$ cat config.mk
export PLATFORM = sky130hd
export DESIGN_NAME = http_request_byte_parser
export DESIGN_NICKNAME = d
export VERILOG_FILES = /design/src/rtl/hrbp_pkg.sv /design/src/rtl/hrbp_core.sv /design/src/rtl/http_request_byte_parser.sv
export VERILOG_INCLUDE_DIRS = /design/src /design/src/rtl
export SDC_FILE = /design/constraint.sdc
export NUM_CORES = 1
export LEC_CHECK = 0
export BUFFER_PORTS_ARGS = -buffer_cell sky130_fd_sc_hd__buf_4
export CORE_UTILIZATION = 60
export DETAILED_ROUTE_END_ITERATION = 10
export PLACE_DENSITY = 0.8
export SLEW_MARGIN = 5
export SYNTH_ARGS = -nofsm -noshare
export SYNTH_HDL_FRONTEND = slang
export SYNTH_HIERARCHICAL = 1
export SYNTH_SLANG_ARGS = --single-unit
$ cat constraint.sdc
create_clock -name aclk -period 5.05 [get_ports aclk]
set_input_delay 1.01 -clock aclk [delete_from_list [all_inputs] [get_ports aclk]]
set_output_delay 1.01 -clock aclk [all_outputs]
set_load 0.02 [all_outputs]
$ cat src/rtl/http_request_byte_parser_defines.svh
// Assertion macros shared by the HTTP request byte parser RTL.
`ifndef HTTP_REQUEST_BYTE_PARSER_DEFINES_SVH
`define HTTP_REQUEST_BYTE_PARSER_DEFINES_SVH

`ifndef SYNTHESIS

// Same-cycle implication, checked at every rising edge outside reset.
`define HRBP_ASSERT_IMP(label, clk, rstn, ante, cons, msg) \
    label: assert property (@(posedge clk) disable iff (!rstn) (ante) |-> (cons)) \
        else $error(msg);

// Next-cycle implication, checked at every rising edge outside reset.
`define HRBP_ASSERT_NXT(label, clk, rstn, ante, cons, msg) \
    label: assert property (@(posedge clk) disable iff (!rstn) (ante) |=> (cons)) \
        else $error(msg);

`else

`define HRBP_ASSERT_IMP(label, clk, rstn, ante, cons, msg)
`define HRBP_ASSERT_NXT(label, clk, rstn, ante, cons, msg)

`endif

`endif

$ cat src/rtl/hrbp_pkg.sv
// Package with types, constants and character helpers of the HTTP request byte parser.
`timescale 1ns / 1ps
`default_nettype none

package hrbp_pkg;

    // Width of the content length accumulator and of the reported body length.
    localparam int LEN_W  = 32;
    localparam int BLEN_W = 32;
    localparam int NAME_CHARS = 14;

    // Character codes.
    localparam logic [7:0] CH_SP    = 8'h20;
    localparam logic [7:0] CH_HT    = 8'h09;
    localparam logic [7:0] CH_CR    = 8'h0D;
    localparam logic [7:0] CH_LF    = 8'h0A;
    localparam logic [7:0] CH_COLON = 8'h3A;
    localparam logic [7:0] CH_DOT   = 8'h2E;
    localparam logic [7:0] CH_SLASH = 8'h2F;
    localparam logic [7:0] CH_H     = 8'h48;
    localparam logic [7:0] CH_T     = 8'h54;
    localparam logic [7:0] CH_P     = 8'h50;
    localparam logic [7:0] CH_DEL   = 8'h7F;
    localparam logic [7:0] CH_MAXCTL = 8'h1F;

    typedef enum logic [4:0] {
        PH_METHOD_START = 5'd0,
        PH_METHOD       = 5'd1,
        PH_URI          = 5'd2,
        PH_V_H          = 5'd3,
        PH_V_T1         = 5'd4,
        PH_V_T2         = 5'd5,
        PH_V_P          = 5'd6,
        PH_V_SLASH      = 5'd7,
        PH_MAJOR_START  = 5'd8,
        PH_MAJOR        = 5'd9,
        PH_MINOR_START  = 5'd10,
        PH_MINOR        = 5'd11,
        PH_NL_LINE      = 5'd12,
        PH_HDR_START    = 5'd13,
        PH_HDR_LWS      = 5'd14,
        PH_HDR_NAME     = 5'd15,
        PH_BEFORE_VALUE = 5'd16,
        PH_HDR_VALUE    = 5'd17,
        PH_NL_HDR       = 5'd18,
        PH_NL_END       = 5'd19,
        PH_BODY         = 5'd20
    } phase_t;

    typedef enum logic [1:0] {
        DIG_SKIP   = 2'd0,
        DIG_DIGITS = 2'd1,
        DIG_DONE   = 2'd2
    } dig_t;

    typedef enum logic [1:0] {
        ST_INCOMPLETE = 2'd0,
        ST_COMPLETE   = 2'd1,
        ST_MALFORMED  = 2'd2
    } status_t;

    typedef enum logic [2:0] {
        CL_METHOD  = 3'd0,
        CL_URI     = 3'd1,
        CL_VERSION = 3'd2,
        CL_NAME    = 3'd3,
        CL_VALUE   = 3'd4,
        CL_BODY    = 3'd5,
        CL_DELIM   = 3'd6
    } class_t;

    // Parser state carried from one request byte to the next.
    typedef struct packed {
        phase_t             phase;
        logic               header_seen;
        logic [3:0]         name_pos;
        logic               name_match;
        logic               in_len;
        logic               len_found;
        dig_t               dig;
        logic               len_valid;
        logic [LEN_W-1:0]   len_value;
        logic [LEN_W-1:0]   body_rem;
    } state_t;

    // One result as it leaves the parser logic.
    typedef struct packed {
        logic [BLEN_W-1:0]  body_length;
        logic               header_begin;
        class_t             byte_class;
        status_t            status;
    } result_t;

    // Header name match progress.
    typedef struct packed {
        logic [3:0] pos;
        logic       match;
    } name_t;

    localparam state_t STATE_RESET = '{
        phase:       PH_METHOD_START,
        header_seen: 1'b0,
        name_pos:    4'd0,
        name_match:  1'b1,
        in_len:      1'b0,
        len_found:   1'b0,
        dig:         DIG_SKIP,
        len_valid:   1'b0,
        len_value:   '0,
        body_rem:    '0
    };

    function automatic logic is_ctl(input logic [7:0] c);
        return (c <= CH_MAXCTL) || (c == CH_DEL);
    endfunction

    function automatic logic is_sep(input logic [7:0] c);
        logic r;
        case (c) inside
            8'h28, 8'h29, 8'h3C, 8'h3E, 8'h40, 8'h2C, 8'h3B, 8'h3A, 8'h5C, 8'h22,
            8'h2F, 8'h5B, 8'h5D, 8'h3F, 8'h3D, 8'h7B, 8'h7D, 8'h20, 8'h09: r = 1'b1;
            default: r = 1'b0;
        endcase
        return r;
    endfunction

    function automatic logic is_token(input logic [7:0] c);
        return !c[7] && !is_ctl(c) && !is_sep(c);
    endfunction

    function automatic logic is_dig(input logic [7:0] c);
        return (c >= 8'h30) && (c <= 8'h39);
    endfunction

    // Characters of the header name "Content-Length".
    function automatic logic [7:0] name_char(input logic [3:0] pos);
        logic [7:0] r;
        case (pos)
            4'd0:    r = 8'h43;
            4'd1:    r = 8'h6F;
            4'd2:    r = 8'h6E;
            4'd3:    r = 8'h74;
            4'd4:    r = 8'h65;
            4'd5:    r = 8'h6E;
            4'd6:    r = 8'h74;
            4'd7:    r = 8'h2D;
            4'd8:    r = 8'h4C;
            4'd9:    r = 8'h65;
            4'd10:   r = 8'h6E;
            4'd11:   r = 8'h67;
            4'd12:   r = 8'h74;
            4'd13:   r = 8'h68;
            default: r = 8'h00;
        endcase
        return r;
    endfunction

    // Advance the name comparison by one byte.
    function automatic name_t name_step(input logic [3:0] pos, input logic match,
                                        input logic [7:0] c);
        name_t r;
        r.pos   = pos;
        r.match = 1'b0;
        if (match && (pos < 4'(NAME_CHARS)) && (c == name_char(pos))) begin
            r.pos   = pos + 4'd1;
            r.match = 1'b1;
        end
        return r;
    endfunction

endpackage

`default_nettype wire

$ cat src/rtl/hrbp_core.sv
// Per-byte parser logic: next parser state and the result for one request byte.
`timescale 1ns / 1ps
`default_nettype none

module hrbp_core import hrbp_pkg::*; (
    input  state_t      cur,
    input  logic [7:0]  data_byte,
    output state_t      nxt,
    output result_t     res
);

    logic              bad;
    logic              done;
    logic              ws;
    logic [LEN_W-1:0]  body_dec;
    logic [LEN_W+3:0]  acc;
    logic              acc_ovf;
    dig_t              vb_dig;
    logic              vb_valid;
    logic [LEN_W-1:0]  vb_value;
    name_t             nm_first;
    name_t             nm_cont;

    assign ws       = (data_byte == CH_SP) || (data_byte == CH_HT);
    assign body_dec = cur.body_rem - LEN_W'(1);
    assign nm_first = name_step(4'd0, 1'b1, data_byte);
    assign nm_cont  = name_step(cur.name_pos, cur.name_match, data_byte);

    // Decimal accumulate: value * 10 + digit, with the carry bits kept to spot overflow.
    assign acc     = ({4'b0, cur.len_value} << 3) + ({4'b0, cur.len_value} << 1)
                   + (LEN_W+4)'(data_byte[3:0]);
    assign acc_ovf = |acc[LEN_W+3:LEN_W];

    // Content length scan for one value byte.
    always_comb begin
        vb_dig   = cur.dig;
        vb_valid = cur.len_valid;
        vb_value = cur.len_value;
        if (cur.in_len) begin
            case (cur.dig)
                DIG_SKIP: begin
                    if (data_byte != CH_SP) begin
                        if (is_dig(data_byte)) begin
                            vb_dig   = DIG_DIGITS;
                            vb_valid = 1'b1;
                            vb_value = LEN_W'(data_byte[3:0]);
                        end else begin
                            vb_dig   = DIG_DONE;
                            vb_valid = 1'b0;
                        end
                    end
                end
                DIG_DIGITS: begin
                    if (!is_dig(data_byte)) begin
                        vb_dig = DIG_DONE;
                    end else if (acc_ovf) begin
                        vb_dig   = DIG_DONE;
                        vb_valid = 1'b0;
                    end else begin
                        vb_value = acc[LEN_W-1:0];
                    end
                end
                default: begin
                end
            endcase
        end
    end

    // Decide whether this byte breaks the request or completes it.
    always_comb begin
        bad  = 1'b0;
        done = 1'b0;
        unique case (cur.phase)
            PH_METHOD_START: bad = !is_token(data_byte);
            PH_METHOD:       bad = (data_byte != CH_SP) && !is_token(data_byte);
            PH_URI:          bad = (data_byte != CH_SP) && is_ctl(data_byte);
            PH_V_H:          bad = (data_byte != CH_H);
            PH_V_T1,
            PH_V_T2:         bad = (data_byte != CH_T);
            PH_V_P:          bad = (data_byte != CH_P);
            PH_V_SLASH:      bad = (data_byte != CH_SLASH);
            PH_MAJOR_START,
            PH_MINOR_START:  bad = !is_dig(data_byte);
            PH_MAJOR:        bad = (data_byte != CH_DOT) && !is_dig(data_byte);
            PH_MINOR:        bad = (data_byte != CH_CR) && !is_dig(data_byte);
            PH_NL_LINE,
            PH_NL_HDR:       bad = (data_byte != CH_LF);
            PH_HDR_START:    bad = !((data_byte == CH_CR) || (cur.header_seen && ws)
                                     || is_token(data_byte));
            PH_HDR_LWS:      bad = (data_byte != CH_CR) && !ws && is_ctl(data_byte);
            PH_HDR_NAME:     bad = (data_byte != CH_COLON) && !is_token(data_byte);
            PH_BEFORE_VALUE: bad = (data_byte != CH_SP);
            PH_HDR_VALUE:    bad = (data_byte != CH_CR) && is_ctl(data_byte);
            PH_NL_END: begin
                bad  = (data_byte != CH_LF);
                done = (data_byte == CH_LF)
                     && !(cur.len_valid && (cur.len_value != '0));
            end
            PH_BODY:         done = (body_dec == '0);
            default:         bad = 1'b1;
        endcase
    end

    // Next parser state.
    always_comb begin
        nxt = cur;
        unique case (cur.phase)
            PH_METHOD_START: nxt.phase = PH_METHOD;
            PH_METHOD:       if (data_byte == CH_SP) nxt.phase = PH_URI;
            PH_URI:          if (data_byte == CH_SP) nxt.phase = PH_V_H;
            PH_V_H:          nxt.phase = PH_V_T1;
            PH_V_T1:         nxt.phase = PH_V_T2;
            PH_V_T2:         nxt.phase = PH_V_P;
            PH_V_P:          nxt.phase = PH_V_SLASH;
            PH_V_SLASH:      nxt.phase = PH_MAJOR_START;
            PH_MAJOR_START:  nxt.phase = PH_MAJOR;
            PH_MAJOR:        if (data_byte == CH_DOT) nxt.phase = PH_MINOR_START;
            PH_MINOR_START:  nxt.phase = PH_MINOR;
            PH_MINOR:        if (data_byte == CH_CR) nxt.phase = PH_NL_LINE;
            PH_NL_LINE,
            PH_NL_HDR:       nxt.phase = PH_HDR_START;
            PH_HDR_START: begin
                if (data_byte == CH_CR) begin
                    nxt.phase = PH_NL_END;
                end else if (cur.header_seen && ws) begin
                    nxt.phase = PH_HDR_LWS;
                end else begin
                    nxt.header_seen = 1'b1;
                    nxt.in_len      = 1'b0;
                    nxt.name_pos    = nm_first.pos;
                    nxt.name_match  = nm_first.match;
                    nxt.phase       = PH_HDR_NAME;
                end
            end
            PH_HDR_LWS: begin
                if (data_byte == CH_CR) begin
                    nxt.phase = PH_NL_HDR;
                end else if (!ws) begin
                    nxt.dig       = vb_dig;
                    nxt.len_valid = vb_valid;
                    nxt.len_value = vb_value;
                    nxt.phase     = PH_HDR_VALUE;
                end
            end
            PH_HDR_NAME: begin
                if (data_byte == CH_COLON) begin
                    if (cur.name_match && (cur.name_pos == 4'(NAME_CHARS))
                        && !cur.len_found) begin
                        nxt.len_found = 1'b1;
                        nxt.in_len    = 1'b1;
                    end
                    nxt.phase = PH_BEFORE_VALUE;
                end else begin
                    nxt.name_pos   = nm_cont.pos;
                    nxt.name_match = nm_cont.match;
                end
            end
            PH_BEFORE_VALUE: nxt.phase = PH_HDR_VALUE;
            PH_HDR_VALUE: begin
                if (data_byte == CH_CR) begin
                    nxt.phase = PH_NL_HDR;
                end else begin
                    nxt.dig       = vb_dig;
                    nxt.len_valid = vb_valid;
                    nxt.len_value = vb_value;
                end
            end
            PH_NL_END: begin
                nxt.body_rem = cur.len_value;
                nxt.phase    = PH_BODY;
            end
            PH_BODY:         nxt.body_rem = body_dec;
            default: begin
            end
        endcase
        // A finished or broken request starts the parser over.
        if (bad || done) begin
            nxt = STATE_RESET;
        end
    end

    // Result fields.
    always_comb begin
        res.header_begin = 1'b0;
        res.byte_class   = CL_DELIM;
        unique case (cur.phase)
            PH_METHOD_START: res.byte_class = CL_METHOD;
            PH_METHOD:       res.byte_class = (data_byte == CH_SP) ? CL_DELIM : CL_METHOD;
            PH_URI:          res.byte_class = (data_byte == CH_SP) ? CL_DELIM : CL_URI;
            PH_V_H, PH_V_T1, PH_V_T2, PH_V_P, PH_V_SLASH,
            PH_MAJOR_START, PH_MAJOR, PH_MINOR_START:
                             res.byte_class = CL_VERSION;
            PH_MINOR:        res.byte_class = (data_byte == CH_CR) ? CL_DELIM : CL_VERSION;
            PH_HDR_START: begin
                if ((data_byte == CH_CR) || (cur.header_seen && ws)) begin
                    res.byte_class = CL_DELIM;
                end else begin
                    res.byte_class   = CL_NAME;
                    res.header_begin = is_token(data_byte);
                end
            end
            PH_HDR_LWS:      res.byte_class = ((data_byte == CH_CR) || ws) ? CL_DELIM
                                                                          : CL_VALUE;
            PH_HDR_NAME:     res.byte_class = (data_byte == CH_COLON) ? CL_DELIM : CL_NAME;
            PH_HDR_VALUE:    res.byte_class = (data_byte == CH_CR) ? CL_DELIM : CL_VALUE;
            PH_BODY:         res.byte_class = CL_BODY;
            default:         res.byte_class = CL_DELIM;
        endcase
        if (bad) begin
            res.status = ST_MALFORMED;
        end else if (done) begin
            res.status = ST_COMPLETE;
        end else begin
            res.status = ST_INCOMPLETE;
        end
        res.body_length = (done && (cur.phase == PH_BODY)) ? BLEN_W'(cur.len_value) : '0;
    end

endmodule

`default_nettype wire

$ cat src/rtl/http_request_byte_parser.sv
// Top level of the HTTP request byte parser: state register and output register.
//
// Usage:
// The block takes one byte of an HTTP request stream per request on the
// s_ channel (s_tdata[7:0]) and returns one result per byte on the m_ channel.
// Each result carries the parse status (incomplete, complete or malformed),
// the class of the byte, a flag on the first byte of each header name, and
// the body length once the request completes.
// The result of an accepted byte is registered onto m_tvalid in the next cycle.
// Throughput is one byte per cycle while m_tready is high; the only limit is the
// single output register, which is refilled in the same cycle that it drains.
// When the receiver stalls, the pending result holds and s_tready falls
// until m_tready returns; no byte is lost or repeated.
// After a complete or malformed result the parser starts over on the next
// byte with a fresh request.
// Reset (aresetn low at a rising edge) empties the output register and puts
// the parser back at the start of the method token.
`timescale 1ns / 1ps
`default_nettype none
`include "http_request_byte_parser_defines.svh"

module http_request_byte_parser import hrbp_pkg::*; (
    input  wire logic        aclk,
    input  wire logic        aresetn,
    input  wire logic        s_tvalid,
    output logic             s_tready,
    input  wire logic [7:0]  s_tdata,   // [7:0] data_byte
    output logic             m_tvalid,
    input  wire logic        m_tready,
    output logic [39:0]      m_tdata    // [1:0] status, [4:2] byte_class,
                                        // [5] header_begin, [37:6] body_length, [39:38] 0
);

    state_t   state_reg;
    state_t   state_next;
    result_t  res_next;
    logic     m_tvalid_reg;
    logic [39:0] m_tdata_reg;
    logic     s_accept;

    assign s_tready = !m_tvalid_reg || m_tready;
    assign s_accept = s_tvalid && s_tready;
    assign m_tvalid = m_tvalid_reg;
    assign m_tdata  = m_tdata_reg;

    // Per-byte parse logic.
    hrbp_core u_core (
        .cur       (state_reg),
        .data_byte (s_tdata),
        .nxt       (state_next),
        .res       (res_next)
    );

    // Parser state advances on each accepted byte.
    always_ff @(posedge aclk) begin
        if (!aresetn) begin
            state_reg <= STATE_RESET;
        end else if (s_accept) begin
            state_reg <= state_next;
        end
    end

    // Output register: filled on accept, emptied when the receiver takes it.
    always_ff @(posedge aclk) begin
        if (!aresetn) begin
            m_tvalid_reg <= 1'b0;
        end else if (s_accept) begin
            m_tvalid_reg <= 1'b1;
        end else if (m_tready) begin
            m_tvalid_reg <= 1'b0;
        end
    end

    always_ff @(posedge aclk) begin
        if (s_accept) begin
            m_tdata_reg <= {2'b00, res_next.body_length, res_next.header_begin,
                            res_next.byte_class, res_next.status};
        end
    end

    // Checks.
    `HRBP_ASSERT_IMP(a_len_only_complete, aclk, aresetn,
        m_tvalid && (m_tdata[1:0] != ST_COMPLETE), m_tdata[37:6] == '0,
        "body length reported on a result that is not complete")
    `HRBP_ASSERT_NXT(a_restart_after_end, aclk, aresetn,
        s_accept && (res_next.status != ST_INCOMPLETE),
        state_reg.phase == PH_METHOD_START,
        "parser did not restart after a finished request")
    `HRBP_ASSERT_IMP(a_body_count_live, aclk, aresetn,
        state_reg.phase == PH_BODY, state_reg.len_valid && (state_reg.body_rem != '0),
        "body phase without a remaining byte count")

endmodule

`default_nettype wire

==> flow_summary.yaml, run 1 <==
cells_and_area:
  n_antenna_cell: 0
  n_fill_cell: 1561
  nets: 1564
  final_layout_size_suffix_gt1_frac: 0.0985
  areaGrowthSynthToFinish_pct: 8.35
  largest_reg_flops: 80
placement:
  port_buffers: 51
  gp_congestion: 0.969
  place_ws_ps: 120
  hpwl_um: 22900
worst_setup_path:
  crit_arrival_ps: 5030
  rr_worst_depth: 14
  crit_type: "in2reg"
  worstSetupEndpointType: "flop"
  start_kind: "input pin"
  worst-path-max-fanout: 8
  r2r_slack_ps: 630
  r2r_start: "state_reg[40]"
  r2r-end: "state_reg[34]"
  cp.required_ps: 5400
min_path:
  min-delay-start: "state_reg[67]"
  hold_depth: 2
  min_path_type: "reg2reg"
  holdPathEnd: "state_reg[67]"
grt:
  grt_pass1_vias: 10200
  grt_use_total: 0.336
  grt_pass1_wl_um: 52600
  grt_max_degree: 85
  grt_overflow: 0
  antenna_found_initial: 0
outcome:
  violations: "design-rule violations"
  status: "finished, violations left"
detailed_routing:
  viasPerCell: 6.66
  drt_iter0_drc: 1386
  ant_nets: 0
  dr_total_vias: 11500
  drc: 5
  post_drt_wl_per_cell_um: 19.0
  firstDrtPassIters: 9
  drt_wl_total_um: 32800
synthesis:
  yosysWarnings: 6
  syn_avg_cell_area_um2: 7.64
  synth_cell_type_count: 91
  yosysTopAreaCellShare: 0.143
  yosysSeqAreaShare: 0.244
  syn_inst: 1479
  yosys-top-cells-area: "dfxtp_1 (14%), edfxtp_1 (10%), nand2_1 (8.3%), ha_1 (7.7%), mux2i_1 (7.3%)"
  synth-seq-cells: 119
  synth_flop_cell: "dfxtp_1"
  synth.top_cells.by_count: "nand2_1 (251), nor2_1 (142), a21oi_1 (100), mux2i_1 (82), dfxtp_1 (81)"
  synth-edff-count: 38
  async_reset_ff_frac: 0
  netlist_area_um2: 11300
  synth.most_common_cell: "nand2_1"
  yosys.area.top_type: "dfxtp_1"
job:
  cap_violations: 0
timing:
  finalMaxSlewViolations: 0
  rsz0062_at_grt: "false"
  fmax_mhz: 214
  min_period_ps: 4670
  clock_skew_ps: 9.07
  finalSetupTns_ps: 0
  worst_slack_ps: 375
  tightest_slew_ps: 1040
  fin_crit_sh: 0.926
  setup_violations: 0
  hold_viol_final: 0
  slew-limit-headroom: 0.306
clocking:
  numCtsBuffers: 17
  ctsResizeCount: 0
  clock_path_buffers: 2
  h-tree-depth: 4
  cts.root.buffer_cell: "clkbuf_16"
  hold_buffers: 0
  post_cts.repair.setup_buffers: 0
  clk_latency_ps: 430
  cts_tree: "built"
  clkTransAtPathRegs_ps: 60
  cts.sinks: 119
floorplanning:
  start_util: 0.621
  die_h_um: 139
  core_um2: 18200
  ios: 54
  die-area_um2: 19400
  chipWidth_um: 139
  core.rowCount: 49
pwr:
  power_density_nw_per_um2: 204
  p_leak_nw: 4.95
  finalPower_mw: 2.50
  ir_drop_v: 0.000244
[per-stage QoR]
| step | instances | hold slack, ps | cell area (µm²) | util |
|---|---|---|---|---|
| after global placement | 1690 | 462 | 11600 | 0.639 |
| after detailed placement | 1690 | 471 | 11600 | 0.639 |
| after CTS | 1722 | 479 | 12200 | 0.673 |
| final | 1722 | 481 | 12200 | 0.673 |
| after floorplan | 1480 | 431 | 11300 | - |
| after global routing | 1722 | 496 | 12200 | 0.673 |
[cell type report]
type / instances / area (µm²) / share of cell area
inverters: 40 / 150 / 0.0123
clock inverters: 14 / 175 / 0.0143
multi-input cells: 1217 / 7770 / 0.634
clock buffers: 18 / 439 / 0.0359
repair buffers: 85 / 663 / 0.0541
flip-flops and latches: 119 / 2760 / 0.226
well taps: 229 / 287 / 0.0234
[report_power, final]
group          leakage, nW  switching, mW  internal (mW)
Sequential            1.03        0.00814           1.00
Combinational         3.64          0.134         0.0660
Clock                0.281          0.501          0.792
[worst max path at each step]
stage | from | endpoint | slack [ps] | cells past startpoint
after floorplan | s_tdata[3] | state_reg[60] | 600 | 16
after global placement | s_tdata[3] | state_reg[34] | 160 | 17
after global routing | s_tdata[3] | state_reg[34] | 310 | 17
after CTS | s_tdata[3] | state_reg[34] | 560 | 17
after detailed placement | s_tdata[3] | state_reg[34] | 120 | 17
final | s_tdata[3] | state_reg[34] | 380 | 17
[metal layers]
layer  vias to the layer above  wire (µm)  GRT usage
li1                       5429          -          -
met4                         0        980      0.143
met5                         -          0          0
met2                       623      14800      0.535
met1                      5331      14100      0.448
met3                        84       2920     0.0578
[worst max-delay path, cell delays in order]
cell	delay, ps
buf_4	130
clkinv_1	130
fa_1	500
inv_1	70
ha_1	270
nand3_1	100
a21oi_1	260
o21ai_0	220
a211oi_1	530
a211oi_1	230
xnor2_1	520
nor4_4	110
buf_4	180
or4_1	460
o221ai_1	80
nand2_1	70
mux2i_1	130
[kinds of logic after synthesis]
family                     synth area share
xor gates and xnor gates             0.0294
adders and majority gates            0.0810
DFF                                   0.244
buffers and inverters                0.0690
muxes                                0.0746
AOI/OAI and AO/OA                     0.214
other                              0.000332
and+or+nand+nor                       0.287
[placed cells by master (no fill, tap or decap), types with 18 or more instances in the layout]
cell | synthesis | final
nor3_1 | 39 | 38
inv_1 | 39 | 39
nand3_1 | 33 | 33
dfxtp_1 | 81 | 81
edfxtp_1 | 38 | 38
a32oi_1 | 18 | 18
mux2i_1 | 82 | 82
buf_4 | 3 | 83
ha_1 | 70 | 70
o211ai_1 | 22 | 22
nand2_1 | 251 | 251
o21ai_0 | 68 | 68
a21o_1 | 19 | 19
and2_1 | 36 | 36
nand4_1 | 29 | 29
a21oi_1 | 100 | 100
nor2_1 | 142 | 142
nor4_1 | 25 | 25
xnor2_1 | 24 | 24
Power figures use the tool's default switching activity.
==> inputs of run 2 (changes only) <==
Settings changed: CORE_ASPECT_RATIO set to 1.2.
==> run 2 against run 1 <==
The run now ends clean. Combinational power is essentially flat. Hold slack better by 19 ps. Count of clock-buffer cells in the layout rose by 1. Clock power down 5%. Non-clock buffer count down 3. Flip-flop and latch count unchanged. Clock skew hardly changed. Final cell count rose by 1.2%. Critical path depth is the same. Sequential share of layout area rose by 0.072 points. Largest cell class unchanged.
==> flow_summary.yaml, run 2 (same netlist as run 1, synthesis figures left out) <==
cells_and_area:
  n_fill_cell: 1609
  design_area_um2: 12200
  nets: 1561
  final_cell_mix: "nand2_1 (251), nor2_1 (142), a21oi_1 (100)"
  areaGrowthSynthToFinish_pct: 8.00
  n_antenna_cell: 0
  final_common_cell: "nand2_1"
  final_layout_size_suffix_gt1_frac: 0.0953
  seq_area_um2: 2760
  multi_input_area_um2: 7770
  largest_reg_flops: 80
detailed_routing:
  ant_nets: 0
  firstDrtPassIters: 5
  viasPerCell: 6.52
  drc: 0
  post_drt_wl_per_cell_um: 18.6
  drt_iter0_drc: 1022
  drt_wl_total_um: 32500
  dr_total_vias: 11400
placement:
  hpwl_um: 22700
  port_buffers: 51
  gp_congestion: 0.961
  place_ws_ps: 296
  placed_cell_area_um2: 11600
timing:
  tightest_slew_ps: 1120
  finalMaxSlewViolations: 0
  slew-limit-headroom: 0.252
  clock_skew_ps: 9.04
  finalSetupTns_ps: 0
  fin_crit_sh: 0.885
  setup_violations: 0
  fmax_mhz: 224
  worst_slack_ps: 583
  hold_viol_final: 0
  min_period_ps: 4470
  whs_ps: 501
  rsz0062_at_grt: "false"
grt:
  grt_overflow: 0
  grt_pass1_wl_um: 52300
  grt_use_total: 0.335
  grt_max_degree: 120
  antenna_found_initial: 0
  grt_pass1_vias: 10400
pwr:
  swShare: 0.259
  power.switching_uw: 628
  p_leak_nw: 4.94
  combPwrFrac: 0.082
  power.share.clock: 0.502
  cell_internal_pwr_mw: 1.80
  ir_drop_v: 0.000217
  p_seq_frac: 0.416
  power_density_nw_per_um2: 199
clocking:
  ctsResizeCount: 0
  cts_tree: "built"
  cts.root.buffer_cell: "clkbuf_16"
  cts.sinks: 119
  post_cts.repair.setup_buffers: 0
  clock_path_buffers: 2
  clk_latency_ps: 430
  numCtsBuffers: 17
  clkTransAtPathRegs_ps: 60
  hold_buffers: 0
  h-tree-depth: 4
job:
  cap_violations: 0
floorplanning:
  core.rowCount: 54
  start_util: 0.617
  die_h_um: 152
  chipWidth_um: 127
  ios: 54
  die-area_um2: 19400
  core_um2: 18300
outcome:
  status: "finished, final reports clean"
worst_setup_path:
  slowest_stage: "fa_1"
  cp.required_ps: 5400
  worst-path-max-fanout: 12
  crit_arrival_ps: 4820
  cp_cell_sequence: "buf_4 > clkinv_1 > fa_1 > inv_1 > fa_1 > a211oi_1 > o21ai_0 > nor4b_1 > nor2_1 > o32a_1 > nand3_1 > nor4_4 > buf_4 > a32oi_1 > nor2_1 > nand2_1 > mux2i_1"
  max_stage_delay_ps: 500
  crit_type: "in2reg"
  worstSetupEndpointType: "flop"
  start_kind: "input pin"
min_path:
  min_path_type: "reg2reg"
## run 2: area by class of cell
class	count	area share
repair buffers	82	0.0515
multi-input cells	1217	0.636
flip-flops and latches	119	0.226
clock buffers	19	0.0355
inverters	40	0.0123
clock inverters	13	0.0122
well taps	252	0.0258
## run 2: power by group through the flow
stage | sequential (mW) | combinational (mW) | clock, mW
final | 1.01 | 0.199 | 1.22
after detailed placement | 1.03 | 0.197 | 0
after global placement | 1.03 | 0.196 | 0
after floorplan | 1.05 | 0.140 | 0
after global routing | 1.01 | 0.212 | 1.27
after CTS | 1.01 | 0.198 | 1.23
## run 2: worst paths after layout
| check | slack [ps] | end | cells after the start | startpoint |
|---|---|---|---|---|
| setup / recovery | 580 | state_reg[41] | 17 | s_tdata[3] |
| hold / removal | 500 | state_reg[29] | 2 | state_reg[29] |
| setup reg to reg | 710 | state_reg[41] | 16 | state_reg[32] |
| hold reg to reg | 500 | state_reg[29] | 2 | state_reg[29] |
## run 2: through the flow
stage               instances  power (mW)  utilization
detailed placement       1710        1.23        0.635
finish                   1742        2.43        0.667
global placement         1710        1.23        0.635
global route             1742        2.49        0.667
floorplan                1480        1.19            -
CTS                      1742        2.44        0.667
## run 2: layer usage
| metal | GRT usage | vias up | routed length, µm |
|---|---|---|---|
| met3 | 0.0499 | 89 | 2060 |
| met1 | 0.418 | 5377 | 13500 |
| met2 | 0.553 | 465 | 15400 |
| li1 | - | 5430 | - |
| met5 | 0 | - | 0 |
| met4 | 0.183 | 0 | 1440 |
## run 2: worst max-delay path: cells and delay by family
family / cells / cell delay, ps
multiplexers: 1 / 200
AO/OA/AOI/OAI: 4 / 820
buffers and inverters: 4 / 580
AND/OR/NAND/NOR: 6 / 1210
adder cells (fa/ha/maj): 2 / 980
